## config.mk

```make
export PLATFORM = sky130hd
export DESIGN_NAME = bfr_queue
export DESIGN_NICKNAME = d
export VERILOG_FILES = /design/src/design/bfr_pkg.sv /design/src/design/bfr_queue.sv
export SDC_FILE = /design/constraint.sdc
export NUM_CORES = 1
export LEC_CHECK = 0
export BUFFER_PORTS_ARGS = -buffer_cell sky130_fd_sc_hd__buf_2
export CAP_MARGIN = 25
export CORE_MARGIN = 4
export CORE_UTILIZATION = 25
export DETAILED_ROUTE_END_ITERATION = 8
export HOLD_SLACK_MARGIN = 0.15
export SLEW_MARGIN = 20
export SYNTH_ARGS = -nofsm -noshare
export SYNTH_HDL_FRONTEND = slang
export SYNTH_SLANG_ARGS = --single-unit
```

## constraint.sdc

```tcl
create_clock -name clk -period 2.7 [get_ports clk]
set_clock_uncertainty 0.05 [all_clocks]
set_input_delay 0.405 -clock clk [delete_from_list [all_inputs] [get_ports clk]]
set_output_delay 0.405 -clock clk [all_outputs]
set_load 0.1 [all_outputs]
```

## src/design/bfr_pkg.sv

```systemverilog
// ----------------------------------------------------------------------------
// bfr_pkg: shared types and constants of the box filter resampler
// Sizes, queue entry layout, configuration bundle and register indexes.
// ----------------------------------------------------------------------------
package bfr_pkg;

  localparam int MAX_SIDE     = 512;
  localparam int MAX_CHANNELS = 4;
  localparam int SIDE_W       = $clog2(MAX_SIDE + 1);
  localparam int COORD_W      = 9;
  localparam int CH_W         = 2;
  localparam int NC_W         = $clog2(MAX_CHANNELS + 1);
  localparam int VAL_W        = 8;
  localparam int STORE_DEPTH  = MAX_SIDE * MAX_SIDE * MAX_CHANNELS;
  localparam int ADDR_W       = $clog2(STORE_DEPTH);
  localparam int MUL_W        = 2 * SIDE_W;
  localparam int PROD_W       = $clog2(MAX_SIDE * MAX_SIDE);
  localparam int PITCH_W      = SIDE_W + NC_W;
  localparam int COUNT_W      = $clog2(MAX_SIDE * MAX_SIDE + 1);
  localparam int SUM_W        = COUNT_W + VAL_W;
  localparam int DIVN_W       = SUM_W;
  localparam int DIVD_W       = COUNT_W;
  localparam int DCNT_W       = $clog2(DIVN_W + 1);
  localparam int QDEPTH       = 4;
  localparam int QPTR_W       = $clog2(QDEPTH);
  localparam int CIDX_W       = 3;

  // Configuration register indexes.
  typedef enum logic [CIDX_W-1:0] {
    REG_SRC_W = 3'd0,
    REG_SRC_H = 3'd1,
    REG_TGT_W = 3'd2,
    REG_TGT_H = 3'd3,
    REG_CHANS = 3'd4
  } reg_idx_t;

  // Kind of work handed from the front to the back.
  typedef enum logic [1:0] {
    K_WRITE  = 2'd0,
    K_SAMPLE = 2'd1,
    K_ERROR  = 2'd2
  } kind_t;

  // Effective (clamped) geometry.
  typedef struct packed {
    logic [SIDE_W-1:0] sw;
    logic [SIDE_W-1:0] sh;
    logic [SIDE_W-1:0] tw;
    logic [SIDE_W-1:0] th;
    logic [NC_W-1:0]   nc;
  } cfg_t;

  // One queued request: a write uses x0/y0/value, a sample the whole rectangle.
  typedef struct packed {
    kind_t             kind;
    logic [SIDE_W-1:0] x0;
    logic [SIDE_W-1:0] x1;
    logic [SIDE_W-1:0] y0;
    logic [SIDE_W-1:0] y1;
    logic [CH_W-1:0]   ch;
    logic [VAL_W-1:0]  value;
  } qent_t;

  // Sizes of zero act as one, oversize values as the maximum.
  function automatic logic [SIDE_W-1:0] eff_side(input logic [SIDE_W-1:0] v);
    logic [SIDE_W-1:0] r;
    r = v;
    if (v == '0) r = SIDE_W'(1);
    else if (v > SIDE_W'(MAX_SIDE)) r = SIDE_W'(MAX_SIDE);
    return r;
  endfunction

  function automatic logic [NC_W-1:0] eff_chans(input logic [NC_W-1:0] v);
    logic [NC_W-1:0] r;
    r = v;
    if (v == '0) r = NC_W'(1);
    else if (v > NC_W'(MAX_CHANNELS)) r = NC_W'(MAX_CHANNELS);
    return r;
  endfunction

endpackage

```

## src/design/bfr_queue.sv

```systemverilog
// ----------------------------------------------------------------------------
// bfr_queue: small request queue between front and back
// QDEPTH entries of qent_t, first in first out.
// ----------------------------------------------------------------------------
module bfr_queue (
  input  logic           clk,
  input  logic           rst_n,
  input  logic           push,
  input  bfr_pkg::qent_t push_data,
  output logic           full,
  input  logic           pop,
  output bfr_pkg::qent_t pop_data,
  output logic           empty
);
  import bfr_pkg::*;

  qent_t             slot_r [QDEPTH];
  logic [QPTR_W-1:0] wp_r, rp_r;
  logic [QPTR_W:0]   cnt_r;
  logic              do_push, do_pop;

  assign full    = cnt_r == (QPTR_W + 1)'(QDEPTH);
  assign empty   = cnt_r == '0;
  assign do_push = push && !full;
  assign do_pop  = pop && !empty;

  // Pointers and fill count.
  always_ff @(posedge clk) begin
    if (!rst_n) begin
      wp_r  <= '0;
      rp_r  <= '0;
      cnt_r <= '0;
    end else begin
      if (do_push) wp_r <= wp_r + QPTR_W'(1);
      if (do_pop)  rp_r <= rp_r + QPTR_W'(1);
      if (do_push && !do_pop) cnt_r <= cnt_r + (QPTR_W + 1)'(1);
      else if (do_pop && !do_push) cnt_r <= cnt_r - (QPTR_W + 1)'(1);
    end
  end

  // Entry storage.
  always_ff @(posedge clk) begin
    if (do_push) slot_r[wp_r] <= push_data;
  end

  assign pop_data = slot_r[rp_r];
endmodule

```

Yosys cells after proc, flatten, opt, wreduce, memory -nomap -nowiden. Memories as Yosys holds them, arrays and structs flattened. A register that Yosys moved wholly into a read port is not among the register bits. Cells that the tools add are included.

Memories: 1. Bits in registers: 7. Word-level logic and storage cells: 25. Output and inout port bits: 54. RAM bits: 208. Input port bits: 56.

Muxes and demuxes: 6. Reduce and logical (&&, ||, !) cells: 10. Equal/unequal tests: 1. Add/sub/neg operators: 4.

Memories: slot_r (depth 4, bits a word 52, read ports 1, clocked after memory_dff 1, wr ports 1, RTL line bfr_queue.sv:17) `qent_t slot_r [QDEPTH];`.

Operators with widths (number): two-way mux 3 bit (2); adder 2 x 1 -> 2 bit (second input constant) (2); logical AND 1 bit (4); logical NOT 1 bit (4); two-way mux 2 bit (2); adder 3 x 1 -> 3 bit (second input constant) (1); equality test 3 bit (second input constant) (1); logical NOT 3 bit (1); subtractor 3 x 1 -> 3 bit (second input constant) (1); two-way mux 1 bit (2); nonzero test 2 bit (1).

Depth between registers and ports, before layout.
Depth in word-level cells: 7. Gate-level depth with buffers: 9. Mapped depth without buffers: 8.

Worst setup path before layout. OpenSTA, ideal clock, no wires.

Path type: register to register. Start point: register cnt_r[2]. End point: memory slot_r[0][0] in the netlist's numbering, enable pin. Arrival: 2.631 ns. Setup slack: -0.475 ns. Required time: 2.156 ns. Setup time: 0.494 ns. Clock period less this slack: 3.175 ns. Buffers on the path: 1. Stages on the path, launching flop included: 5. Path through: dfxtp_1 nor3b_2 nor2b_1 buf_2 and2_1.

Word-level cells in the longest chain between the ends: 5.

RTL lines: start, declared (RTL line bfr_queue.sv:19) `logic [QPTR_W:0] cnt_r;`; start signal, assigned (RTL line bfr_queue.sv:36) `if (do_push && !do_pop) cnt_r <= cnt_r + (QPTR_W + 1)'(1);`; start signal, assigned (RTL line bfr_queue.sv:37) `else if (do_pop && !do_push) cnt_r <= cnt_r - (QPTR_W + 1)'(1);`; equality test 3 bit (RTL line bfr_queue.sv:22) `assign full = cnt_r == (QPTR_W + 1)'(QDEPTH);`; via full (RTL line bfr_queue.sv:10) `output logic full,`; logical NOT 1 bit (RTL line bfr_queue.sv:24) `assign do_push = push && !full;`; logical AND 1 bit (RTL line bfr_queue.sv:24); via do_push (RTL line bfr_queue.sv:20) `logic do_push, do_pop;`; two-way mux 1 bit (RTL line bfr_queue.sv:43) `if (do_push) slot_r[wp_r] <= push_data;`; two-way mux 1 bit (implied by the code) (RTL line bfr_queue.sv:43); end, declared (RTL line bfr_queue.sv:17).

The timed path passes the listed nets, and every way through them passes these cells.

==> out/qor.yml <==
vias: 3741
ctsHtreeMaxLevel: 1
grt-ovfl-total: 0
synth_xor_area_share_pct: 0.436
power.leakage_nw: 3.49
swShare_pct: 42.2
syn-num-nets: 382
ys_ff_latch: 217
via_per_inst: 4.06
criticalPathCategory: "flip-flop to output port"
ios: 110
antenna_found_initial: 0
design.die.area_um2: 35100
internal_power_mw: 7.07
ant_nets: 0
layout_common_cells: "edfxtp_1, buf_2, mux4_2, dlygate4sd3_1, clkbuf_16"
path_buf_inv: 2
hpwlAfterDp_um: 9060
reg2reg_from: "cnt_r[0]$_SDFFE_PN0P_"
slew_headroom_pct: 65.0
drive_gt1_share_pct: 41.9
yosysWarnings: 0
yosysSeqAreaShare_pct: 79.9
synth_cells: 320
drcViolationCount: 0
insertion_delay_ns: 0.50
crit_fanout: 17
final_common_cell: "edfxtp_1"
p_per_area_nw_per_um2: 1180
crit_family: "buffers and inverters"
routabilityCongestion: 0.642
grt_usage_pct: 8.98
hold_start: "rst_n"
p_clk_share_pct: 26.1
finalMaxSlewViolations: 0
yosys.area_share.adder_pct: 1.03
cp-start-kind: "flip-flop"
crit_required_ns: 2.25
grt_setup_unrepaired: "false"
tns_ns: 0
fin_crit_ns: 2.56
worstPathArrival_ns: 2.10
grt_pass1_vias: 4392
ys_types: 23
critPathSlowestCell: "mux4_2"
worstHoldPathType: "input port to flip-flop"
syn_avg_cell_area_um2: 25.1
ctsLongestPathBuffers: 3
r2r-end: "cnt_r[2]$_SDFFE_PN0P_"
dr.pass1.iters: 4
synthSimpleGateAreaFrac_pct: 1.26
initialDrtViolationCount: 140
reg2reg_setup_slack_ns: 0.42
finalHoldViolations: 0
cts_sinks: 217
combPwrFrac_pct: 39.4
setup_violations: 0
seqPwrFrac_pct: 34.4
drt-total-wl_um: 15800
clkTransAtPathRegs_ns: 0.06
tightest_slew_ns: 0.529
status: "finished, final reports clean"
muxShareOfSynthArea_pct: 14.9
synth_compound_area_share_pct: 0.420
fp.dieH_um: 187
hold_depth: 2
cts_tree: "done"
drv_cap: 0
cts_setup_buffers: 0
antennaDiodeCount: 0
synth_top_family_by_area: "multiplexers"
grt_pass1_wl_um: 25000
wire_per_inst_um: 17.1
irDropWorstVdd_mv: 0.764
nets: 564
clockRootBuffer: "clkbuf_16"
total_power_mw: 12.2
fp.dieW_um: 187
max_freq_ghz: 0.391
period_share_pct: 94.7
r2r_cells: 8
syn_to_final_growth_pct: 29.5
grt_start_max_net_pins: 53
synth_area_um2: 8040
p_switching_mw: 5.17
portBuffers: 109
initial_core_util_pct: 25.4
slowest_delay_ns: 0.58
core_region_area_um2: 31600
num_rows: 65
crit_chain: "buf_4, mux4_2, buf_2"
numCtsBuffers: 25
cp-end-kind: "output port"
-- final cells by class --
cell class                 instances  area, um2
inverter                           3       11.3
fill                            2970      21200
clock inverter                    19        168
sequential                       217       6430
clock buffer                      26        629
multi-input combinational         86       1470
tap                              402        503
timing repair buffer             169       1200
-- layer usage --
layer  up-vias  global-route usage [%]  share of wire [%]
li1       1720                       -                  -
met1      1913                    10.5                 40
met2        75                    16.5                 53
met3        33                    1.81                3.8
met4         0                    2.96                3.1
met5         -                       0                  0
-- logic make-up after synthesis --
family	after synthesis
DFF	217
muxes	55
buffers and inverters	17
and+or+nand+nor	17
adders and majority gates	6
AOI/OAI and AO/OA	4
xor gates and xnor gates	4
-- worst max path at each step --
stage	end	slack, ns	cells after the start
2_1_floorplan	cnt_r[2]$_SDFFE_PN0P_	0.08	9
3_3_place_gp	cnt_r[2]$_SDFFE_PN0P_	0.63	7
3_5_place_dp	cnt_r[2]$_SDFFE_PN0P_	0.45	8
4_1_cts	pop_data[49]	0.07	3
5_1_grt	pop_data[47]	0.01	3
6_report	pop_data[47]	0.14	3
-- flip-flops by register name, summed over array words and instances, names as in the netlist, named ones only --
| signal | count |
|---|---|
| cnt_r | 3 |
| rp_r | 2 |
| slot_r | 208 |
| wp_r | 2 |
-- power groups by stage --
stage               Clock (mW)  Combinational (mW)  Sequential (mW)
floorplan                    0                4.20             4.24
global placement             0                4.81             4.25
detailed placement           0                4.85             4.29
CTS                       3.33                4.92             4.22
global route              3.47                5.03             4.25
finish                    3.20                4.83             4.22
-- through the flow --
step                area, um2  hold WS [ns]  std cells  setup slack, ns  utilization [%]
floorplan                8060         0.418        320           0.0832                -
global placement         9100         0.429        825            0.628             28.8
detailed placement       9100         0.463        825            0.449             28.8
CTS                     10400         0.152        922           0.0684             32.9
global route            10400         0.179        922           0.0118             32.9
finish                  10400         0.184        922            0.143             32.9
-- worst reg2reg max path, stage by stage (launching register included) --
cell,delay [ns]
dfxtp_1,0.55
nor3b_4,0.08
nor2b_1,0.19
ha_1,0.22
inv_1,0.07
fa_1,0.39
xor2_1,0.17
or3_1,0.30
a21boi_0,0.19
-- synthesized netlist by cell type --
| cell | number | area, um2 |
|---|---|---|
| clkbuf_1 | 2 | 7.51 |
| o311ai_1 | 1 | 8.76 |
| fa_1 | 1 | 20.0 |
| mux4_2 | 52 | 1170 |
| nand2_1 | 4 | 15.0 |
| buf_6 | 1 | 11.3 |
| inv_1 | 3 | 11.3 |
| dfxtp_1 | 9 | 180 |
| and2_1 | 8 | 50.1 |
| a21boi_0 | 1 | 7.51 |
| xor2_1 | 1 | 8.76 |
| buf_12 | 5 | 100 |
| nor3b_2 | 1 | 12.5 |
| mux2i_1 | 3 | 30.0 |
| nor2b_1 | 2 | 12.5 |
| xnor2_1 | 3 | 26.3 |
| edfxtp_1 | 208 | 6250 |
| o21ai_0 | 1 | 5.00 |
| nor3_1 | 1 | 5.00 |
| or3_1 | 1 | 6.26 |
| ha_1 | 5 | 62.6 |
| buf_2 | 6 | 30.0 |
| o31ai_2 | 1 | 12.5 |
-- timing repair --
item | CTS | global route
gates resized for setup | 0 | 0
setup endpoints to repair | 0 | 0
hold buffers | 52 | 0
endpoints found under the hold margin | 208 | 0
Power figures use the tool's default switching activity.
