`src/design/bfr_pkg.sv`:
```
// ----------------------------------------------------------------------------
// bfr_pkg: shared types and constants of the box filter resampler
// Sizes, queue entry layout, configuration bundle and register indexes.
// ----------------------------------------------------------------------------
package bfr_pkg;

  localparam int MAX_SIDE     = 512;
  localparam int MAX_CHANNELS = 4;
  localparam int SIDE_W       = $clog2(MAX_SIDE + 1);
  localparam int COORD_W      = 9;
  localparam int CH_W         = 2;
  localparam int NC_W         = $clog2(MAX_CHANNELS + 1);
  localparam int VAL_W        = 8;
  localparam int STORE_DEPTH  = MAX_SIDE * MAX_SIDE * MAX_CHANNELS;
  localparam int ADDR_W       = $clog2(STORE_DEPTH);
  localparam int MUL_W        = 2 * SIDE_W;
  localparam int PROD_W       = $clog2(MAX_SIDE * MAX_SIDE);
  localparam int PITCH_W      = SIDE_W + NC_W;
  localparam int COUNT_W      = $clog2(MAX_SIDE * MAX_SIDE + 1);
  localparam int SUM_W        = COUNT_W + VAL_W;
  localparam int DIVN_W       = SUM_W;
  localparam int DIVD_W       = COUNT_W;
  localparam int DCNT_W       = $clog2(DIVN_W + 1);
  localparam int QDEPTH       = 4;
  localparam int QPTR_W       = $clog2(QDEPTH);
  localparam int CIDX_W       = 3;

  // Configuration register indexes.
  typedef enum logic [CIDX_W-1:0] {
    REG_SRC_W = 3'd0,
    REG_SRC_H = 3'd1,
    REG_TGT_W = 3'd2,
    REG_TGT_H = 3'd3,
    REG_CHANS = 3'd4
  } reg_idx_t;

  // Kind of work handed from the front to the back.
  typedef enum logic [1:0] {
    K_WRITE  = 2'd0,
    K_SAMPLE = 2'd1,
    K_ERROR  = 2'd2
  } kind_t;

  // Effective (clamped) geometry.
  typedef struct packed {
    logic [SIDE_W-1:0] sw;
    logic [SIDE_W-1:0] sh;
    logic [SIDE_W-1:0] tw;
    logic [SIDE_W-1:0] th;
    logic [NC_W-1:0]   nc;
  } cfg_t;

  // One queued request: a write uses x0/y0/value, a sample the whole rectangle.
  typedef struct packed {
    kind_t             kind;
    logic [SIDE_W-1:0] x0;
    logic [SIDE_W-1:0] x1;
    logic [SIDE_W-1:0] y0;
    logic [SIDE_W-1:0] y1;
    logic [CH_W-1:0]   ch;
    logic [VAL_W-1:0]  value;
  } qent_t;

  // Sizes of zero act as one, oversize values as the maximum.
  function automatic logic [SIDE_W-1:0] eff_side(input logic [SIDE_W-1:0] v);
    logic [SIDE_W-1:0] r;
    r = v;
    if (v == '0) r = SIDE_W'(1);
    else if (v > SIDE_W'(MAX_SIDE)) r = SIDE_W'(MAX_SIDE);
    return r;
  endfunction

  function automatic logic [NC_W-1:0] eff_chans(input logic [NC_W-1:0] v);
    logic [NC_W-1:0] r;
    r = v;
    if (v == '0) r = NC_W'(1);
    else if (v > NC_W'(MAX_CHANNELS)) r = NC_W'(MAX_CHANNELS);
    return r;
  endfunction

endpackage

```
`src/design/bfr_div.sv`:
```
// ----------------------------------------------------------------------------
// bfr_div: restoring divider, one quotient bit per cycle
// Unsigned DIVN_W by DIVD_W bits; done pulses when quotient and rest are ready.
// ----------------------------------------------------------------------------
module bfr_div (
  input  logic                        clk,
  input  logic                        rst_n,
  input  logic                        start,
  input  logic [bfr_pkg::DIVN_W-1:0]  dividend,
  input  logic [bfr_pkg::DIVD_W-1:0]  divisor,
  output logic                        done,
  output logic [bfr_pkg::DIVN_W-1:0]  quotient,
  output logic [bfr_pkg::DIVD_W-1:0]  remainder
);
  import bfr_pkg::*;

  logic [DIVD_W-1:0] rem_r;
  logic [DIVN_W-1:0] quo_r;
  logic [DIVD_W-1:0] dsr_r;
  logic [DCNT_W-1:0] cnt_r;
  logic              busy_r;
  logic              done_r;
  logic [DIVD_W:0]   shifted;
  logic              fits;

  // Shift in the next dividend bit and try to subtract.
  assign shifted = {rem_r, quo_r[DIVN_W-1]};
  assign fits    = shifted >= {1'b0, dsr_r};

  always_ff @(posedge clk) begin
    if (!rst_n) begin
      busy_r <= 1'b0;
      done_r <= 1'b0;
      cnt_r  <= '0;
    end else begin
      done_r <= 1'b0;
      if (start) begin
        busy_r <= 1'b1;
        cnt_r  <= DCNT_W'(DIVN_W);
      end else if (busy_r) begin
        cnt_r <= cnt_r - DCNT_W'(1);
        if (cnt_r == DCNT_W'(1)) begin
          busy_r <= 1'b0;
          done_r <= 1'b1;
        end
      end
    end
  end

  // Datapath.
  always_ff @(posedge clk) begin
    if (start) begin
      quo_r <= dividend;
      rem_r <= '0;
      dsr_r <= divisor;
    end else if (busy_r) begin
      quo_r <= {quo_r[DIVN_W-2:0], fits};
      rem_r <= fits ? DIVD_W'(shifted - {1'b0, dsr_r}) : DIVD_W'(shifted);
    end
  end

  assign done      = done_r;
  assign quotient  = quo_r;
  assign remainder = rem_r;
endmodule

```
`src/design/bfr_front.sv`:
```
// ----------------------------------------------------------------------------
// bfr_front: request intake and rectangle computation
// Checks ranges, drops bad writes, and computes the covered source span of a
// sample with four exact divisions on one shared divider.
// ----------------------------------------------------------------------------
module bfr_front (
  input  logic                        clk,
  input  logic                        rst_n,
  input  bfr_pkg::cfg_t               cfg,
  input  logic                        in_push,
  output logic                        in_full,
  input  logic                        in_cmd,
  input  logic [bfr_pkg::COORD_W-1:0] in_col,
  input  logic [bfr_pkg::COORD_W-1:0] in_row,
  input  logic [bfr_pkg::CH_W-1:0]    in_channel,
  input  logic [bfr_pkg::VAL_W-1:0]   in_write_value,
  output logic                        q_push,
  output bfr_pkg::qent_t              q_data,
  input  logic                        q_full
);
  import bfr_pkg::*;

  typedef enum logic [4:0] {
    F_IDLE = 5'b00001,
    F_MUL  = 5'b00010,
    F_DIV  = 5'b00100,
    F_WAIT = 5'b01000,
    F_PUSH = 5'b10000
  } fstate_t;

  fstate_t              state_r, state_nxt;
  qent_t                ent_r;
  logic [COORD_W-1:0]   col_r, row_r;
  logic [1:0]           step_r;
  logic [DIVN_W-1:0]    dvn_r;
  logic [DIVD_W-1:0]    dvd_r;
  logic                 accept;
  logic                 wr_ok, smp_err;
  logic [SIDE_W-1:0]    oper, s_sel, t_sel, lo_sel;
  logic                 div_done;
  logic [DIVN_W-1:0]    div_q;
  logic [DIVD_W-1:0]    div_r;
  logic [DIVN_W-1:0]    up_q;
  logic [SIDE_W-1:0]    lo_val, hi_val;

  assign in_full = state_r != F_IDLE;
  assign accept  = in_push && (state_r == F_IDLE);
  assign q_push  = state_r == F_PUSH;
  assign q_data  = ent_r;

  // Range checks against the effective geometry.
  assign wr_ok   = (SIDE_W'(in_col) < cfg.sw) && (SIDE_W'(in_row) < cfg.sh) &&
                   (NC_W'(in_channel) < cfg.nc);
  assign smp_err = (SIDE_W'(in_col) >= cfg.tw) || (SIDE_W'(in_row) >= cfg.th) ||
                   (NC_W'(in_channel) >= cfg.nc);

  // Step bit 1 picks the axis, bit 0 the upper bound (o + 1).
  assign oper   = (step_r[1] ? SIDE_W'(row_r) : SIDE_W'(col_r)) + SIDE_W'(step_r[0]);
  assign s_sel  = step_r[1] ? cfg.sh : cfg.sw;
  assign t_sel  = step_r[1] ? cfg.th : cfg.tw;
  assign lo_sel = step_r[1] ? ent_r.y0 : ent_r.x0;

  // Clamp the floor bound below the size and round the ceiling bound up.
  always_comb begin
    up_q   = div_q + DIVN_W'(div_r != '0);
    lo_val = (div_q > DIVN_W'(s_sel - SIDE_W'(1))) ? s_sel - SIDE_W'(1) : SIDE_W'(div_q);
    hi_val = (up_q > DIVN_W'(s_sel)) ? s_sel : SIDE_W'(up_q);
    if (hi_val < lo_sel + SIDE_W'(1)) hi_val = lo_sel + SIDE_W'(1);
  end

  bfr_div u_div (
    .clk       (clk),
    .rst_n     (rst_n),
    .start     (state_r == F_DIV),
    .dividend  (dvn_r),
    .divisor   (dvd_r),
    .done      (div_done),
    .quotient  (div_q),
    .remainder (div_r)
  );

  // Control sequence.
  always_comb begin
    state_nxt = state_r;
    case (state_r)
      F_IDLE: begin
        if (accept) begin
          if (!in_cmd) state_nxt = wr_ok ? F_PUSH : F_IDLE;
          else state_nxt = smp_err ? F_PUSH : F_MUL;
        end
      end
      F_MUL:  state_nxt = F_DIV;
      F_DIV:  state_nxt = F_WAIT;
      F_WAIT: begin
        if (div_done) state_nxt = (step_r == 2'b11) ? F_PUSH : F_MUL;
      end
      F_PUSH: begin
        if (!q_full) state_nxt = F_IDLE;
      end
      default: state_nxt = F_IDLE;
    endcase
  end

  always_ff @(posedge clk) begin
    if (!rst_n) begin
      state_r <= F_IDLE;
      step_r  <= '0;
    end else begin
      state_r <= state_nxt;
      if (accept) step_r <= '0;
      else if (state_r == F_WAIT && div_done) step_r <= step_r + 2'd1;
    end
  end

  // Request fields and division operands.
  always_ff @(posedge clk) begin
    if (accept) begin
      col_r       <= in_col;
      row_r       <= in_row;
      ent_r.ch    <= in_channel;
      ent_r.value <= in_write_value;
      ent_r.x0    <= SIDE_W'(in_col);
      ent_r.y0    <= SIDE_W'(in_row);
      ent_r.x1    <= '0;
      ent_r.y1    <= '0;
      if (!in_cmd) ent_r.kind <= K_WRITE;
      else ent_r.kind <= smp_err ? K_ERROR : K_SAMPLE;
    end
    if (state_r == F_MUL) begin
      dvn_r <= DIVN_W'(MUL_W'(oper) * MUL_W'(s_sel));
      dvd_r <= DIVD_W'(t_sel);
    end
    if (state_r == F_WAIT && div_done) begin
      case (step_r)
        2'b00:   ent_r.x0 <= lo_val;
        2'b01:   ent_r.x1 <= hi_val;
        2'b10:   ent_r.y0 <= lo_val;
        default: ent_r.y1 <= hi_val;
      endcase
    end
  end
endmodule

```
`config.mk`:
```
export PLATFORM = sky130hd
export DESIGN_NAME = bfr_front
export DESIGN_NICKNAME = d
export VERILOG_FILES = /design/src/design/bfr_pkg.sv /design/src/design/bfr_div.sv /design/src/design/bfr_front.sv
export SDC_FILE = /design/constraint.sdc
export NUM_CORES = 1
export LEC_CHECK = 0
export ABC_AREA = 1
export BUFFER_PORTS_ARGS = -buffer_cell sky130_fd_sc_hd__buf_4
export CAP_MARGIN = 30
export CORE_ASPECT_RATIO = 1.5
export CORE_UTILIZATION = 47
export DETAILED_ROUTE_END_ITERATION = 16
export GPL_TIMING_DRIVEN = 0
export PLACE_DENSITY = 0.7
export SYNTH_ARGS = -nofsm -noshare
export SYNTH_HDL_FRONTEND = slang
export SYNTH_HIERARCHICAL = 1
export SYNTH_SLANG_ARGS = --single-unit
export TNS_END_PERCENT = 20
```
`constraint.sdc`:
```
create_clock -name clk -period 6.98 [get_ports clk]
set_input_delay 1.396 -clock clk [delete_from_list [all_inputs] [get_ports clk]]
set_output_delay 1.396 -clock clk [all_outputs]
set_load 0.02 [all_outputs]
```
# Word level (Yosys, flattened, before mapping)
# Cells that the tools add are included.
# word_totals
reg_bits	170
out_inout_bits	54
elab_cells	100
# classes
mul	1
n_mux	31
order_cmp	10
n_eq_ne	13
n_bitwise	2
addsub	8
n_reduce_logical	14
# ops
cell	n
two-way mux 10 bit	10
two-way mux 50 bit	1
two-way mux 5 bit	9
two-way mux 40 bit	1
adder 27 x 1 -> 27 bit	1
> comparator 27 x 10 -> 1 bit	1
> comparator 27 bit	1
two-way mux 27 bit	1
case mux 5 bit (5 select lines)	1
greater-or-equal comparator 20 x 10 -> 1 bit	1
greater-or-equal comparator 9 x 10 -> 1 bit	2
< comparator 9 x 10 -> 1 bit	2
multiplier 10 x 10 -> 20 bit	1
two-way mux 20 bit	1
two-way mux 19 bit	1
nonzero test 19 bit	1
subtractor 19 x 10 -> 19 bit	1
subtractor 10 x 1 -> 11 bit (second input constant)	1
adder 10 x 1 -> 10 bit (second input constant)	1
adder 9 x 1 -> 10 bit	1
== test 5 x 1 -> 1 bit (second input constant)	2
< comparator 10 bit	1
subtractor 10 x 1 -> 10 bit (second input constant)	1
two-way mux 9 bit	1
other kinds (23)	35

# Logic depth before layout (Yosys ltp)
# Gate-level depths: netlist (run 1).
# depth
word_depth	8
mapped_depth	39
depth_no_buf	34

# Hierarchy
# The synthesis (run 1) kept the hierarchy.
# by_module_without_submodules
module	cells_each	instances	area_each_um2
bfr_front	1493	1	11243.3
bfr_div	571	1	4369.2

# Worst setup path before layout (run 1)
# OpenSTA, ideal clock, no wires.
# synth_path
kind	reg2reg
startpoint	register step_r[1]
endpoint	register dvn_r[19] (data pin)
arrival_time_ps	6892
period_less_slack_ps	7152
setup_slack_ps	-172
stages_incl_launch_ff	36
setup_time_ps	260
cell_sequence	dfxtp_1 buf_2 buf_2 buf_2 buf_2 clkbuf_1 clkbuf_1 nand2_1 nand2_1 ha_1 ha_1 nand4_1 or3_1 o21ai_0 nand2_1 inv_1 nand2_1 fa_1 inv_1 fa_1 fa_1 fa_1 fa_1 ha_1 nand2_1 o21ai_0 o21bai_1 nand2_1 nand2_1 nand2_1 nand2_1 nand2_1 a21boi_0 o21ai_0 nand2_1 xnor2_1
# synth_via
elab_chain_len	3
# synth_lines
element	line_no	rtl
from (decl)	bfr_front.sv:34	logic [1:0] step_r;
from (signal assigned)	bfr_front.sv:111	else if (state_r == F_WAIT && div_done) step_r <= step_r + 2'd1;
two-way mux 9 bit	bfr_front.sv:58	assign oper = (step_r[1] ? SIDE_W'(row_r) : SIDE_W'(col_r)) + SIDE_W'(step_r[0]);
adder 9 x 1 -> 10 bit	bfr_front.sv:58	
multiplier 10 x 10 -> 20 bit *	bfr_front.sv:130	dvn_r <= DIVN_W'(MUL_W'(oper) * MUL_W'(s_sel));
to (signal assigned)	bfr_front.sv:130	
to (decl)	bfr_front.sv:35	logic [DIVN_W-1:0] dvn_r;
# Every way passes the cells marked *; elsewhere a longest branch is shown, timed or not.
# A chain may end at the register's enable or synchronous reset.

# Worst setup path in the final report (run 1)
# layout_path
startpoint	input cfg[35] (netlist name)
endpoint	register dvn_r[19] (data pin)
# layout_via
elab_chain_len	2
# layout_lines
element	line_no	rtl
from (decl)	bfr_front.sv:9	input bfr_pkg::cfg_t cfg,
two-way mux 10 bit	bfr_front.sv:59	assign s_sel = step_r[1] ? cfg.sh : cfg.sw;
multiplier 10 x 10 -> 20 bit	bfr_front.sv:130	
# No other way between the ends.

==> run metrics, run 1 <==
max-slew violations 0; Mapped Avg Cell Area 7.564 um2; GRT overflow 0; post-synth cell types 55; GP Congestion 0.9462; Post-Route Skew 0.01155 ns; CORE AREA 0.03263 mm2; slowest stage delay, CP 0.52 ns; Crit Path Class in2reg; register area share after synthesis 29.75%; Worst EP arrival 6.92 ns; pwr dens 258.6 mW/mm2; final-stage net count 2549; CP max-delay cell fa_1; Yosys reg bits 179; Vias/cell 5.294; WHS Path Cells 0; largest net degree at the start of global routing 40; # port buffers 129; vias in the first global route 14060; synth warn 6; first-pass GRT wire length 70.75 mm; Diodes inserted 0; post-placement cell count 2631; Post-Layout Cell Count 2670; Die Y 225.2 um; area grow syn2layout 16.30%; Worst-path clk slew 0.08 ns; critical path startpoint category primary input; Synth area leaders edfxtp_1 (20%), nand2_1 (14%), ha_1 (13%), dfxtp_1 (9.4%), inv_1 (8.3%); final worst path period share 96.26%; die span in x 150.8 um; Worst Path Max Fanout 9; Peak VDD IR 0.3426 mV; ys async rst share 0%; Top FF cell, synth edfxtp_1; CP most frequent cell nand2_1; Final WS setup 0.2608 ns; design area 0.01816 mm2; Initial Util 47.84%; Final Core Density 55.64%; Reg2Reg Setup Slack 0.31 ns; gr usage total 27.56%; Yosys top cell area share 20.39%; Clock Tree Buf Depth 2; layout cells sized above 1 14.24%; Max Freq 0.1488 GHz; Final min period 6.719 ns; Inserted Clock Buffers 17; IO Count 130; worst min path class reg2reg; Placed Instance Area 0.01723 mm2; DR DRC count 0; ANT nets after route 0; status finished clean; H-tree Lvls 4; Slew headroom 34.59%; Tightest Pin Transition 0.9811 ns; CP required 7.18 ns; EDFF count, synth 106; area of the die 0.03397 mm2; initial antenna violation count 0; FF-to-FF path depth 32; row count 81; Worst R2R End dvn_r[19]; pre-CTS setup slack -1.076 ns; Hold Path Sink u_div/dsr_r[4]; Netlist Area Pre-Place 0.01561 mm2; Leak 0.009134 uW; Worst R2R Start step_r[1]; Final Hold Fails 0; max-cap viol count 0; CTS Sinks 179; Min Hold Slack 0.4276 ns; routed length per instance 17.06 um; CTS tree built; crit end category flip-flop; largest area contributor in the netlist edfxtp_1; hpwl dp 37.17 mm; startpoint of the worst hold path dvd_r[4]; routed vias 14140; worst skew pair latency 0.46 ns; Syn Inst Count 2064; Pre-Repair DR Iteration Count 5; 1st-iter DRT viols 764; CTS root buf clkbuf_16; final wirelength 45.56 mm; final setup fails 0
kinds of logic after synthesis:
group | after synthesis | synth area share (%)
compound gates | 175 | 6.395
xor+xnor | 48 | 2.693
fa+ha+maj | 231 | 21.54
buf+inv | 406 | 10.26
flops | 179 | 29.75
mux | 5 | 0.3206
other cells | 1 | 0.02402
simple gates | 1019 | 29.02
state kept, by name, summed over array words and instances, names as in the netlist, 2 cells and up:
name             cells
step_r               2
row_r                9
state_r              5
u_div/dsr_r         19
u_div/quotient      27
col_r                9
dvn_r               20
u_div/cnt_r          5
q_data              52
dvd_r               10
u_div/remainder     19
worst max-delay path: cells and delay by family:
family	cells	cell delay [ns]
adders and majority gates	6	2.58
and+or+nand+nor	11	1.31
xor gates and xnor gates	1	0.08
buffers and inverters	5	0.69
AOI/OAI and AO/OA	4	0.85
layout by cell type, fill, tap and decap left out, types with 4 or more instances in the layout:
master and instances:
buf_2 5, clkinv_1 6, inv_2 16, mux2i_1 5
a31oi_1 5, ha_1 161, nor2_2 14, xnor2_1 13
nor2_1 130, buf_4 145, ha_4 7, o21bai_1 4
clkbuf_1 19, edfxtp_1 106, conb_1 16, inv_8 4
or2_2 10, o21ai_0 46, inv_1 339, xor2_1 34
o21ai_2 14, nor2_4 6, nor3_1 15, buf_6 7
dfxtp_1 72, nor4_1 6, nand4_1 26, clkbuf_16 17
nand2_1 572, nor3_2 4, nand2_2 20, nand3_2 15
nand3_1 167, o21ai_1 15, nand3b_1 18, o211ai_1 4
a21oi_1 64, fa_1 63
power breakdown:
group	switching, uW	internal [uW]
registers	63.6	1300
logic	1360	969
clock network	483	517
final cells by class:
cell class,instances,area [um2]
Buffer,39,270.3
Clock buffer,17,425.4
Clock inverter,15,186.4
Fill cell,3134,14480
Inverter,364,1378
Multi-Input combinational cell,1494,9604
Sequential cell,179,4648
Tap cell,415,519.2
Timing Repair Buffer,147,1126
through the flow:
stage                     setup TNS [ns]  total power, uW
after global routing           -0.006917             5056
final                                  0             4696
after CTS                              0             4563
after detailed placement          -5.831             3514
after floorplan                        0             2917
after global placement            -5.461             3473
per-layer routing:
layer	up-vias	global-route usage [%]	routed length, um
met5	-	0	0
met4	0	16.39	2638
met3	141	3.806	1761
met2	378	51.01	24490
met1	6668	29.08	16670
li1	6949	-	-
how the worst max path moves through the flow:
stage | from | cells past startpoint | end
final | cfg[35] | 27 | dvn_r[19]
after global routing | step_r[1] | 34 | dvn_r[18]
after CTS | step_r[1] | 35 | dvn_r[19]
after detailed placement | step_r[1] | 37 | dvn_r[19]
after global placement | step_r[1] | 35 | dvn_r[19]
after floorplan | step_r[1] | 35 | dvn_r[19]
synthesized netlist by cell type (all sizes together), types with 2 or more instances:
cell type / instances
a211oi: 3
inv: 357
ha: 168
mux2i: 5
or3: 2
nand3: 183
a221oi: 3
a21boi: 4
nand2: 596
o21bai: 5
nand4: 26
a21o: 2
o21a: 3
nand3b: 18
nor4: 8
a21oi: 65
dfxtp: 73
or2: 12
buf: 18
xnor2: 14
edfxtp: 106
o21ai: 75
o22ai: 2
xor2: 34
fa: 63
clkbuf: 24
nor2: 150
a31oi: 5
o211ai: 4
nor3: 19
and2: 3
clkinv: 7
what timing repair did:
action                                  in CTS  in global routing
endpoints found under the setup margin      11                  5
gates cloned                                 1                  0
gates resized for setup                     24                 36
pin swaps                                    1                 11
buffers inserted                             1                  8
hold buffers                                 0                  0
(Power assumes the default switching activity.)
==> run 2: changes to the inputs <==
--- a/config.mk
+++ b/config.mk
@@ -12,7 +12,7 @@
 export CORE_UTILIZATION = 47
 export DETAILED_ROUTE_END_ITERATION = 16
 export GPL_TIMING_DRIVEN = 0
-export PLACE_DENSITY = 0.7
+export PLACE_DENSITY = 0.67
 export SYNTH_ARGS = -nofsm -noshare
 export SYNTH_HDL_FRONTEND = slang
 export SYNTH_HIERARCHICAL = 1
==> constraint.sdc (replaced) <==
create_clock -name clk -period 7.6 [get_ports clk]
set_input_delay 1.52 -clock clk [delete_from_list [all_inputs] [get_ports clk]]
set_output_delay 1.52 -clock clk [all_outputs]
set_load 0.02 [all_outputs]
==> run 2 against run 1 <==
  * Non-clock buffer count down 7
  * First-iteration DRC count up 12%
  * Global-route usage up 0.11 points
  * Utilization down 0.83 points
  * Register-to-register slack better by 0.16 ns
  * Power down 12%
  * Die area unchanged
  * Clock power down 9.6%
  * Critical endpoint unchanged
==> run metrics, run 2 (synthesis results as in run 1) <==
Leak 0.009062 uW (was 0.009134 uW); Worst EP arrival 7.33 ns (was 6.92 ns); Worst R2R Start step_r[1] (unchanged); max-slew violations 0 (unchanged); CP most frequent cell nand2_1 (unchanged); most frequent cells in the layout nand2_1 (576), inv_1 (343), ha_1 (168), nand3_1 (167), buf_4 (139) (was nand2_1 (572), inv_1 (339), nand3_1 (167), ha_1 (161), buf_4 (145)); worst skew pair latency 0.47 ns (was 0.46 ns); final setup fails 0 (unchanged); Inserted Clock Buffers 17 (unchanged); Diodes inserted 0 (unchanged); CP max-delay cell fa_1 (unchanged); Max Freq 0.1403 GHz; Tightest Pin Transition 0.9633 ns (was 0.9811 ns); worst min path class reg2reg (unchanged); Comb pwr share 47.6% (was 49.7%); Final WS setup 0.4707 ns (was 0.2608 ns); pre-CTS setup slack -0.9041 ns (was -1.076 ns); vias in the first global route 13700 (was 14060); Internal Power 2417 uW (was 2786 uW); Seq pwr share 30.4% (was 29.0%); final worst path period share 93.81%; Slew headroom 35.78% (was 34.59%); Post-Route Skew 0.01522 ns (was 0.01155 ns); Net Switching 1700 uW (was 1910 uW); CTS root buf clkbuf_16 (unchanged); Crit Path Class reg2reg (was in2reg); Pwr Total 4117 uW (was 4696 uW); max-cap viol count 0 (unchanged); status finished clean (unchanged); FILL cells 3147 (was 3134); Pre-Repair DR Iteration Count 6 (was 5); hpwl dp 37.64 mm (was 37.17 mm); largest net degree at the start of global routing 40 (unchanged); Sw Ratio 41.28% (was 40.68%); Critical Path Stages 35 (was 27); area grow syn2layout 14.57% (was 16.30%); GRT overflow 0 (unchanged); design area 0.01789 mm2 (was 0.01816 mm2); total negative slack 0 ns (unchanged); Worst-path clk slew 0.08 ns (about the same); Placed Instance Area 0.01723 mm2 (about the same); Final min period 7.129 ns; CTS Sinks 179 (unchanged); slowest stage delay, CP 0.52 ns (about the same); CTS tree built (unchanged); CORE AREA 0.03263 mm2 (unchanged); Largest register FFs 52 (unchanged); Setup crit end dvn_r[19] (unchanged); RSZ-0062 raised after global routing no; pwr dens 230.2 mW/mm2 (was 258.6 mW/mm2); # port buffers 129 (unchanged); crit end category flip-flop (unchanged); gr usage total 27.67% (was 27.56%); first-pass GRT wire length 70.93 mm (was 70.75 mm); Die Y 225.2 um (unchanged); crit path launch step_r[1] (was cfg[35]); IO Count 130 (unchanged); Vias/cell 5.262 (was 5.294); Min Hold Slack 0.4159 ns (was 0.4276 ns); GP Congestion 0.9807 (was 0.9462); H-tree Lvls 4 (unchanged); FF-to-FF path depth 35 (was 32); Final Hold Fails 0 (unchanged); CP required 7.80 ns (was 7.18 ns); routed length per instance 17.11 um (was 17.06 um); hold buffer count at cts 0 (unchanged); initial antenna violation count 0 (unchanged); final-stage net count 2542 (was 2549); clock share of power 22.0% (was 21.3%); Worst Path Max Fanout 28 (was 9); die span in x 150.8 um (unchanged); Buf+Inv Stages, Crit Path 7 (was 5); most common cell after layout, fill and taps aside nand2_1 (unchanged); Worst R2R End dvn_r[19] (unchanged); Initial Util 47.84% (unchanged); area of the die 0.03397 mm2 (unchanged); Clock Tree Buf Depth 2 (unchanged); critical path startpoint category flip-flop (was primary input); final wirelength 45.58 mm (was 45.56 mm); Peak VDD IR 0.2982 mV (was 0.3426 mV); DR DRC count 0 (unchanged); layout cells sized above 1 12.72% (was 14.24%); ANT nets after route 0 (unchanged); row count 81 (unchanged); 1st-iter DRT viols 857 (was 764); Reg2Reg Setup Slack 0.47 ns (was 0.31 ns); Largest delay share family, worst path adder cells (unchanged); routed vias 14010 (was 14140)
[run 2: cell types whose count changed in the layout (fill, tap and decap cells not counted), sizes merged]
cell      before  now
bufinv         1    0
clkinvlp       1    0
bufbuf         1    0
clkinv        13   17
buf          163  156
inv          364  362
clkbuf        39   40
[run 2: worst min-delay path by stage]
stage,startpoint,slack (ns),endpoint,depth (start not counted)
final,dvd_r[6],0.42,u_div/dsr_r[6],0
after floorplan,dvd_r[0],0.40,u_div/dsr_r[0],0
after global routing,dvd_r[5],0.42,u_div/dsr_r[5],0
after CTS,dvd_r[6],0.41,u_div/dsr_r[6],0
after global placement,dvd_r[9],0.40,u_div/dsr_r[9],0
after detailed placement,dvd_r[6],0.40,u_div/dsr_r[6],0
[run 2: power groups by stage]
stage | clock [uW] | combinational, uW | sequential [uW]
floorplan | 0 | 1370 | 1310
global placement | 0 | 1920 | 1270
detailed placement | 0 | 1970 | 1270
CTS | 915 | 1980 | 1250
global route | 954 | 2250 | 1260
finish | 904 | 1960 | 1250
[run 2: per-stage QoR]
step | instances | utilization (%)
2_1_floorplan | 2079 | -
3_3_place_gp | 2623 | 52.57
5_1_grt | 2663 | 54.81
6_report | 2663 | 54.81
3_5_place_dp | 2631 | 52.79
4_1_cts | 2661 | 54.67
[run 2: layer usage]
metal  up-vias  track usage (%)  share of wire [%]
met2       342            51.11                 54
li1       6954                -                  -
met4         0            14.42                5.0
met5         -                0                  0
met3       104            3.482                3.7
met1      6612            30.32                 37
[run 2: what timing repair did]
action                                  CTS  global route
resized for setup                         5             9
buffers inserted                          0             2
pin swaps                                 0             1
endpoints found under the setup margin    9             4
[run 2: final cells by class]
type | count | area, um2 | share of cell area (%)
buffer | 39 | 246.5 | 1.378
clock buffer | 17 | 425.4 | 2.378
clock inverter | 15 | 183.9 | 1.028
inverter | 364 | 1371 | 7.666
multi-input combinational | 1494 | 9448 | 52.82
sequential | 179 | 4644 | 25.97
tap | 415 | 519.2 | 2.903
timing repair buffer | 140 | 1049 | 5.862
==> run 3: changes to the inputs <==
--- a/config.mk
+++ b/config.mk
@@ -12,7 +12,7 @@
 export CORE_UTILIZATION = 47
 export DETAILED_ROUTE_END_ITERATION = 16
 export GPL_TIMING_DRIVEN = 0
-export PLACE_DENSITY = 0.67
+export PLACE_DENSITY = 0.7
 export SYNTH_ARGS = -nofsm -noshare
 export SYNTH_HDL_FRONTEND = slang
 export SYNTH_HIERARCHICAL = 1
==> constraint.sdc (replaced) <==
create_clock -name clk -period 5.9 [get_ports clk]
set_input_delay 1.18 -clock clk [delete_from_list [all_inputs] [get_ports clk]]
set_output_delay 1.18 -clock clk [all_outputs]
set_load 0.02 [all_outputs]
==> run 3 against run 2 <==
  * The flow now finishes with violations (setup timing)
  * Register-to-register slack lost 0.99 ns
  * Global-route usage rose by 0.21 points
  * Via count increased by 2.1%
  * Worst setup slack lost 0.99 ns
  * Count of clock-buffer cells in the layout unchanged
  * Maximum frequency is 11% higher
  * Critical path type unchanged
==> run metrics, run 3 (synthesis results as in run 1) <==
critical path startpoint category flip-flop (unchanged); clock share of power 19.2% (was 22.0%); Post-Route Skew 0.01525 ns (was 0.01522 ns); Leak 0.009306 uW (was 0.009062 uW); Final Hold Fails 0 (unchanged); most frequent cells in the layout nand2_1 (559), inv_1 (336), buf_4 (171), nand3_1 (165), ha_1 (158) (was nand2_1 (576), inv_1 (343), ha_1 (168), nand3_1 (167), buf_4 (139)); final wirelength 46.37 mm (was 45.58 mm); initial antenna violation count 0 (unchanged); Clock Tree Buf Depth 2 (unchanged); Final min period 6.415 ns (was 7.129 ns); Max Freq 0.1559 GHz (was 0.1403 GHz); die span in x 150.8 um (unchanged); Seq pwr share 26.4% (was 30.4%); 1st-iter DRT viols 821 (was 857); FILL cells 3066 (was 3147); area grow syn2layout 18.77% (was 14.57%); final worst path period share 108.7% (was 93.81%); Slew headroom 34.11% (was 35.78%); Comb pwr share 54.5% (was 47.6%); gr usage total 27.88% (was 27.67%); vias in the first global route 14220 (was 13700); Internal Power 3609 uW (was 2417 uW); first-pass GRT wire length 71.70 mm (was 70.93 mm); Worst Path Max Fanout 5 (was 28); Tightest Pin Transition 0.9884 ns (was 0.9633 ns); CORE AREA 0.03263 mm2 (unchanged); CP max-delay cell fa_1 (unchanged); row count 81 (unchanged); Net Switching 2515 uW (was 1700 uW); IO Count 130 (unchanged); GRT overflow 0 (unchanged); final setup fails 9 (was 0); RSZ-0062 raised after global routing yes (was no); failing checks setup timing; routed vias 14310 (was 14010); area of the die 0.03397 mm2 (unchanged); H-tree Lvls 4 (unchanged); Reg2Reg Setup Slack -0.52 ns (was 0.47 ns); CTS Sinks 179 (unchanged); CP most frequent cell nand2_2 (was nand2_1); Sw Ratio 41.06% (was 41.28%); layout cells sized above 1 17.06% (was 12.72%); routed length per instance 17.21 um (was 17.11 um); max-slew violations 0 (unchanged); Pre-Repair DR Iteration Count 6 (unchanged); # port buffers 129 (unchanged); Initial Util 47.84% (unchanged); Vias/cell 5.311 (was 5.262); largest net degree at the start of global routing 40 (unchanged); most common cell after layout, fill and taps aside nand2_1 (unchanged); worst min path class reg2reg (unchanged); Final WS setup -0.5153 ns (was 0.4707 ns); hpwl dp 37.25 mm (was 37.64 mm); pre-CTS setup slack -1.329 ns (was -0.9041 ns); pwr dens 330.3 mW/mm2 (was 230.2 mW/mm2); CTS tree built (unchanged); Crit Path Class reg2reg (unchanged); Largest register FFs 52 (unchanged); crit end category flip-flop (unchanged); hold buffer count at cts 0 (unchanged); Diodes inserted 0 (unchanged); max-cap viol count 0 (unchanged); Worst-path clk slew 0.08 ns (about the same); CTS root buf clkbuf_16 (unchanged); total negative slack -2.390 ns (was 0 ns); Die Y 225.2 um (unchanged); ANT nets after route 0 (unchanged); CP required 6.10 ns (was 7.80 ns); GP Congestion 0.9269 (was 0.9807); worst skew pair latency 0.46 ns (was 0.47 ns); status finished, violations left (was finished clean); DR DRC count 0 (unchanged); Peak VDD IR 0.5063 mV (was 0.2982 mV); Worst EP arrival 6.61 ns (was 7.33 ns); final-stage net count 2574 (was 2542); slowest stage delay, CP 0.59 ns (was 0.52 ns); Inserted Clock Buffers 17 (unchanged)
run 3: power by group through the flow:
stage	clock network (uW)	logic (uW)	registers, uW
6_report	1170	3340	1610
4_1_cts	1190	3070	1610
3_3_place_gp	0	2610	1640
2_1_floorplan	0	1890	1690
5_1_grt	1240	3690	1620
3_5_place_dp	0	2660	1640
run 3: final timing paths:
check,start,to,cells past startpoint
worst max-delay path,step_r[1],dvn_r[19],34
worst min-delay path,dvd_r[6],u_div/dsr_r[6],0
worst max register to register,step_r[1],dvn_r[19],34
worst min register to register,dvd_r[6],u_div/dsr_r[6],0
run 3: per-layer routing:
layer / vias up / wire length, um / GRT usage, %
li1: 7013 / - / -
met1: 6745 / 16850 / 29.62
met2: 411 / 24870 / 51.64
met3: 143 / 2042 / 3.583
met4: 0 / 2611 / 16.39
met5: - / 0 / 0
run 3: through the flow:
step / hold slack (ns) / util [%] / std cells / instance area (um2) / total power [uW]
after detailed placement: 0.4054 / 53.21 / 2630 / 17360 / 4298
after CTS: 0.4116 / 56.28 / 2685 / 18370 / 5873
after global routing: 0.4212 / 56.82 / 2695 / 18540 / 6555
final: 0.4144 / 56.82 / 2695 / 18540 / 6124
after floorplan: 0.4003 / - / 2079 / 15810 / 3574
after global placement: 0.4008 / 53.01 / 2623 / 17300 / 4242
run 3: timing repair:
action / CTS / global route
buffers inserted: 25 / 13
endpoints found under the setup margin: 33 / 30
pin swaps: 33 / 31
resized for setup: 60 / 31
run 3: area by class of cell:
type / instances / area (um2) / area share [%]
Clock inverter: 15 / 193.9 / 1.046
Sequential cell: 179 / 4648 / 25.07
Timing Repair Buffer: 172 / 1296 / 6.991
Multi-Input combinational cell: 1494 / 9801 / 52.85
Inverter: 364 / 1381 / 7.449
Clock buffer: 17 / 425.4 / 2.294
Tap cell: 415 / 519.2 / 2.800
Buffer: 39 / 277.8 / 1.498
run 3: critical path: cells and delay by family, from the launching register on:
family          cells  cell delay, ns
fa+ha+maj           8            3.15
buf+inv             9            1.05
simple gates       12            0.91
compound gates      4            0.54
flops               1            0.40
xor+xnor            1            0.08
